### config.mk
export PLATFORM = sky130hd
export DESIGN_NAME = e2q_cordic
export DESIGN_NICKNAME = d
export VERILOG_FILES = /design/src/rtl/e2q_pkg.sv /design/src/rtl/e2q_cordic.sv
export SDC_FILE = /design/constraint.sdc
export NUM_CORES = 2
export LEC_CHECK = 0
export BUFFER_PORTS_ARGS = -buffer_cell sky130_fd_sc_hd__buf_4
export CAP_MARGIN = 20
export CORE_ASPECT_RATIO = 0.8
export CORE_MARGIN = 2
export CORE_UTILIZATION = 44
export DETAILED_ROUTE_END_ITERATION = 8
export GPL_TIMING_DRIVEN = 0
export PLACE_DENSITY_LB_ADDON = 0.12
export SETUP_SLACK_MARGIN = 0.4
export SLEW_MARGIN = 25
export SYNTH_ARGS = -nofsm -noshare
export SYNTH_HDL_FRONTEND = slang
export SYNTH_SLANG_ARGS = --single-unit
### constraint.sdc
create_clock -name clk -period 13.4 [get_ports clk]
set_input_delay 2.68 -clock clk [delete_from_list [all_inputs] [get_ports clk]]
set_output_delay 2.68 -clock clk [all_outputs]
set_load 0.03 [all_outputs]
### src/rtl/e2q_pkg.sv
`timescale 1ns / 1ps
// ----------------------------------------------------------------------------
// e2q_pkg
// Shared constants and types for the Euler-angle to quaternion pipeline.
// ----------------------------------------------------------------------------
package e2q_pkg;

    localparam int AngW  = 16;
    localparam int QW    = 16;
    localparam int CordW = 34;   // Q2.30 plus headroom
    localparam int ZW    = 34;   // residual, 2^32 per turn, signed
    localparam int AtanEntries = 24;
    localparam logic signed [CordW-1:0] GainInv = 34'sd652032874;

    function automatic logic signed [ZW-1:0] atan_lut(input logic [4:0] idx);
        logic signed [ZW-1:0] r;
        begin
            case (idx)
                5'd0:  r = 34'sd536870912;
                5'd1:  r = 34'sd316933406;
                5'd2:  r = 34'sd167458907;
                5'd3:  r = 34'sd85004756;
                5'd4:  r = 34'sd42667331;
                5'd5:  r = 34'sd21354465;
                5'd6:  r = 34'sd10679838;
                5'd7:  r = 34'sd5340245;
                5'd8:  r = 34'sd2670163;
                5'd9:  r = 34'sd1335087;
                5'd10: r = 34'sd667544;
                5'd11: r = 34'sd333772;
                5'd12: r = 34'sd166886;
                5'd13: r = 34'sd83443;
                5'd14: r = 34'sd41722;
                5'd15: r = 34'sd20861;
                5'd16: r = 34'sd10430;
                5'd17: r = 34'sd5215;
                5'd18: r = 34'sd2608;
                5'd19: r = 34'sd1304;
                5'd20: r = 34'sd652;
                5'd21: r = 34'sd326;
                5'd22: r = 34'sd163;
                5'd23: r = 34'sd81;
                default: r = '0;
            endcase
            return r;
        end
    endfunction

    typedef struct packed {
        logic signed [CordW-1:0] x;
        logic signed [CordW-1:0] y;
        logic signed [ZW-1:0]    z;
    } cord_t;

endpackage

### src/rtl/e2q_cordic.sv
`timescale 1ns / 1ps
// ----------------------------------------------------------------------------
// e2q_cordic
// Pipelined rotation-mode CORDIC: cosine and sine of half a binary angle,
// one stage register per iteration.
// ----------------------------------------------------------------------------
module e2q_cordic #(
    parameter int STAGES = 16
) (
    input  logic                            clk,
    input  logic signed [e2q_pkg::AngW-1:0] angle,
    output logic signed [e2q_pkg::QW:0]     cos_q,
    output logic signed [e2q_pkg::QW:0]     sin_q
);
    import e2q_pkg::*;

    localparam int N = (STAGES < AtanEntries) ? STAGES : AtanEntries;

    cord_t st_reg [0:N];
    logic signed [CordW-1:0] xr, yr;

    always_ff @(posedge clk)
    begin
        st_reg[0].x <= GainInv;
        st_reg[0].y <= '0;
        st_reg[0].z <= ZW'(angle) <<< 15;
        for (int i = 0; i < N; i++)
        begin
            if (!st_reg[i].z[ZW-1])
            begin
                st_reg[i+1].x <= st_reg[i].x - (st_reg[i].y >>> i);
                st_reg[i+1].y <= st_reg[i].y + (st_reg[i].x >>> i);
                st_reg[i+1].z <= st_reg[i].z - atan_lut(5'(i));
            end
            else
            begin
                st_reg[i+1].x <= st_reg[i].x + (st_reg[i].y >>> i);
                st_reg[i+1].y <= st_reg[i].y - (st_reg[i].x >>> i);
                st_reg[i+1].z <= st_reg[i].z + atan_lut(5'(i));
            end
        end
    end

    // round to Q.15; |value| stays within 17 bits
    assign xr = (st_reg[N].x + CordW'(16384)) >>> 15;
    assign yr = (st_reg[N].y + CordW'(16384)) >>> 15;
    assign cos_q = xr[QW:0];
    assign sin_q = yr[QW:0];

endmodule

; ---- After elaboration in Yosys (flattened, before gate mapping)
; Memories as Yosys holds them, arrays and structs flattened.
; Index checks and enable logic that the tools add are counted.
[op_classes]
add_sub_neg = 97
mul = 0
div = 0
n_lt_le_gt_ge = 0
n_eq_ne = 0
shifts = 0
mux = 112
n_bitwise = 48
n_reduce_logical = 0
[ops]
columns = op, count
row1 = 34-bit two-way mux, 80
row2 = 34-bit subtractor, 18
row3 = 34-bit adder, 17
row4 = 34-bit by 19-bit adder with 34-bit output, 2
row5 = 34-bit by 20-bit adder with 34-bit output, 2
row6 = 34-bit by 21-bit adder with 34-bit output, 2
row7 = 34-bit by 22-bit adder with 34-bit output, 2
row8 = 34-bit by 23-bit adder with 34-bit output, 2
row9 = 34-bit by 24-bit adder with 34-bit output, 2
row10 = 34-bit by 25-bit adder with 34-bit output, 2
row11 = 34-bit by 26-bit adder with 34-bit output, 2
row12 = 34-bit by 27-bit adder with 34-bit output, 2
row13 = 34-bit by 28-bit adder with 34-bit output, 2
row14 = 34-bit by 29-bit adder with 34-bit output, 2
row15 = 34-bit by 30-bit adder with 34-bit output, 2
row16 = 34-bit by 31-bit adder with 34-bit output, 2
row17 = 34-bit by 32-bit adder with 34-bit output, 2
row18 = 34-bit by 33-bit adder with 34-bit output, 2
row19 = 34-bit by 19-bit subtractor with 34-bit output, 2
row20 = 34-bit by 20-bit subtractor with 34-bit output, 2
row21 = 34-bit by 21-bit subtractor with 34-bit output, 2
row22 = 34-bit by 22-bit subtractor with 34-bit output, 2
row23 = 34-bit by 23-bit subtractor with 34-bit output, 2
row24 = 34-bit by 24-bit subtractor with 34-bit output, 2
row25 = 12 further kinds, 100
[totals]
register_bits = 0
latch_bits = 0
ram_bits = 1734
rom_bits = 0
inputBits = 17
output_inout_bits = 34
wordCells = 258
memories = 1
[memory_table]
columns = memory, depth, word_bits, read_ports, rd_ports_with_merged_regs, wr, line
row1 = st_reg, 17, 102, 17, 0, 17, e2q_cordic.sv:19  ; cord_t st_reg [0:N];

; ---- Longest topological paths before layout
; An unclocked memory read counts as a cell.
[depth]
word_depth = 4
depth_mapped = 22
ltp_nobuf = 22

; ---- Least setup slack after synthesis
; Ideal clock, no wire load.
[synth_timing]
kind = register to output
start = memory st_reg[16][48] in the netlist's numbering
end = output port sin_q[13] in the netlist's numbering
t_arrival_ns = 1.738
required_time_ns = 10.720
setup_slack_ns = 8.982
stages_incl_launch_ff = 7
path_buffers = 0
cell_sequence = dfxtp_1 > ha_1 > nand3_1 > or2_2 > nor2_1 > nand3_1 > xnor2_1
[synth_lines]
columns = item, line
row1 = from (decl), e2q_cordic.sv:19
row2 = to (decl), e2q_cordic.sv:13  ; output logic signed [e2q_pkg::QW:0] sin_q

==> flow_summary.yaml <==
status:
  status: "finished, final reports clean"
detailed_routing:
  wl_mm: 300
  route.met3.wl_mm: 19.7
  wl_met2_mm: 115
  vias_per_cell: 5.64
  vias: 89400
  maxUsedRoutingLayer: "met4"
  wire_per_inst_um: 18.9
  first_pass_iters: 8
  route.detailed.drc: 0
  antenna_left: 0
  wl_met1_mm: 161
  dr.first_iter.drc_count: 7413
clock_tree:
  clockBufferDepth: 4
  worstSkewPairLatency_ps: 860
  cts-hold-fix-buffers: 0
  cts-resized-gates: 0
  htree_levels: 4
  path_clk_slew_ps: 60
  cts_tree: "done"
  cts_setup_buffers: 0
  cts_buffers: 169
  ctsRootBufferMaster: "clkbuf_16"
  cts_sinks: 1411
placement:
  dp_cells: 15500
  place_congestion: 0.944
  port_buffers: 50
  dpl_cell_area_mm2: 0.109
  hpwl_mm: 245
global_routing:
  grtUsageTotal: 0.241
  grt_overflow: 0
  antenna_found_initial: 5
  grt_max_degree: 33
  grt_pass1_vias: 84000
  grt_pass1_wl_mm: 473
final_layout:
  largest_reg_flops: 1411
  post-route-util: 0.484
  area.growth.synth_to_final_pct: 9.62
  drive_gt1_frac: 0.0425
  fin_cells: 15800
  fin_nets: 14000
  final_cell_area_mm2: 0.115
worst_setup_path:
  critPathKind: "register to register"
  startpoint_type: "register"
  cp.arrival_ps: 7450
  crit_fanout: 26
  cp_data_required_time_ps: 14130
  worstSetupEndpointType: "register"
run:
  max-cap-violations: 0
sta:
  timing.fmax_mhz: 149
  rsz0062_at_grt: "false"
  post-route-min-period_ps: 6720
  finalHoldViolCount: 0
  final-max-slew-violation-count: 0
  worst_pin_slew_ps: 1220
  finalCritPeriodShare: 0.501
  fin_skew_ps: 64.0
  fin_tns_setup_ps: 0
  slew-limit-headroom: 0.167
  finalSetupViolCount: 0
floorplanning:
  core-area_mm2: 0.237
  dieArea_mm2: 0.242
  num_rows: 160
  ios: 51
  die_y_um: 440
  initial_core_util: 0.441
  chipWidth_um: 549
min_path:
  hold_class: "register to register"
synth:
  synth_edf_count: 0
  yosysSeqAreaShare: 0.270
  synth_area_leaders: "dfxtp_1 (27%), ha_1 (16%), xnor2_1 (9.9%)"
  synthFlopType: "dfxtp_1"
  synth-seq-cells: 1411
  yosysMostFrequentCell: "dfxtp_1"
  yosysTopAreaCell: "dfxtp_1"
  syn_avg_cell_area_um2: 8.50
  syn_nets: 13700
  syn_area_mm2: 0.105
  syn-instance-count: 12300
  yosysUniqueCellTypes: 98
  async_reset_ff_frac: 0
  ys_top_cells_by_count: "dfxtp_1 (1411), ha_1 (1366), a21oi_1 (1339)"
  synth_top_area_share: 0.270
  ys_warn_count: 0
[critical path, stage by stage, from the launching register on]
cell and delay [ps]:
dfxtp_1 700, clkbuf_1 710, clkbuf_1 760, inv_2 590, o41ai_1 240, xor2_1 120, ha_1 290, clkbuf_1 250
and3_1 210, nand4_1 150, a211oi_1 770, nor2_1 250, a211oi_1 540, o31ai_1 210, o21ai_0 310, nand2_1 110
o21ai_0 220, xor2_1 170
[worst paths after layout]
path / endpoint / from / cells after the start / slack [ps]
worst min-delay path: st_reg[1][26] / st_reg[0][26] / 0 / 330
worst min register to register: st_reg[1][26] / st_reg[0][26] / 0 / 330
worst max-delay path: st_reg[4][65] / st_reg[3][33] / 17 / 6680
worst max register to register: st_reg[4][65] / st_reg[3][33] / 17 / 6680
[kinds of logic (layout without fill, tap and decap cells)]
kind of cell / after synthesis / after routing / share of synthesized area
AO/OA/AOI/OAI: 3704 / 3704 / 0.225
multiplexers: 113 / 113 / 0.0113
other: 0 / 5 / 0
buffers and inverters: 715 / 1062 / 0.0257
XOR/XNOR: 1778 / 1778 / 0.149
adder cells (fa/ha/maj): 1405 / 1405 / 0.171
AND/OR/NAND/NOR: 3200 / 3200 / 0.149
flip-flops: 1411 / 1411 / 0.270
[cells in the final DEF, fill, tap and decap left out, types with 310 or more instances in the layout]
cell type	instances
dfxtp_1	1405
ha_1	1366
a21oi_1	1339
xnor2_1	1179
nor2_1	1090
a21o_1	605
xor2_1	597
nand2_1	581
inv_1	533
o21ai_0	521
nor3_1	310
[metal layers]
metal / GRT usage / vias to the layer above
li1: - / 44800
met1: 0.381 / 42000
met2: 0.338 / 2265
met3: 0.0428 / 275
met4: 0.0382 / 0
met5: 0 / -
[area by class of cell]
cell class	count	area (µm²)
fillers	22900	122000
multi-input cells	10200	73800
flip-flops and latches	1411	28300
clock buffers	227	4870
well taps	3159	3950
inverters	545	2050
clock inverters	67	782
plain buffers	170	646
repair buffers	53	420
diodes	5	12.5
[metrics by stage]
| step | hold WS, ps | setup WS [ps] |
|---|---|---|
| global route | 334 | 6300 |
| global placement | 315 | 6540 |
| detailed placement | 315 | 6850 |
| CTS | 326 | 6740 |
| finish | 326 | 6680 |
| floorplan | 310 | 8980 |
Power is left out: the tool's default activity adds up to more than one toggle a clock period on the data nets, which glitch-free logic cannot reach.
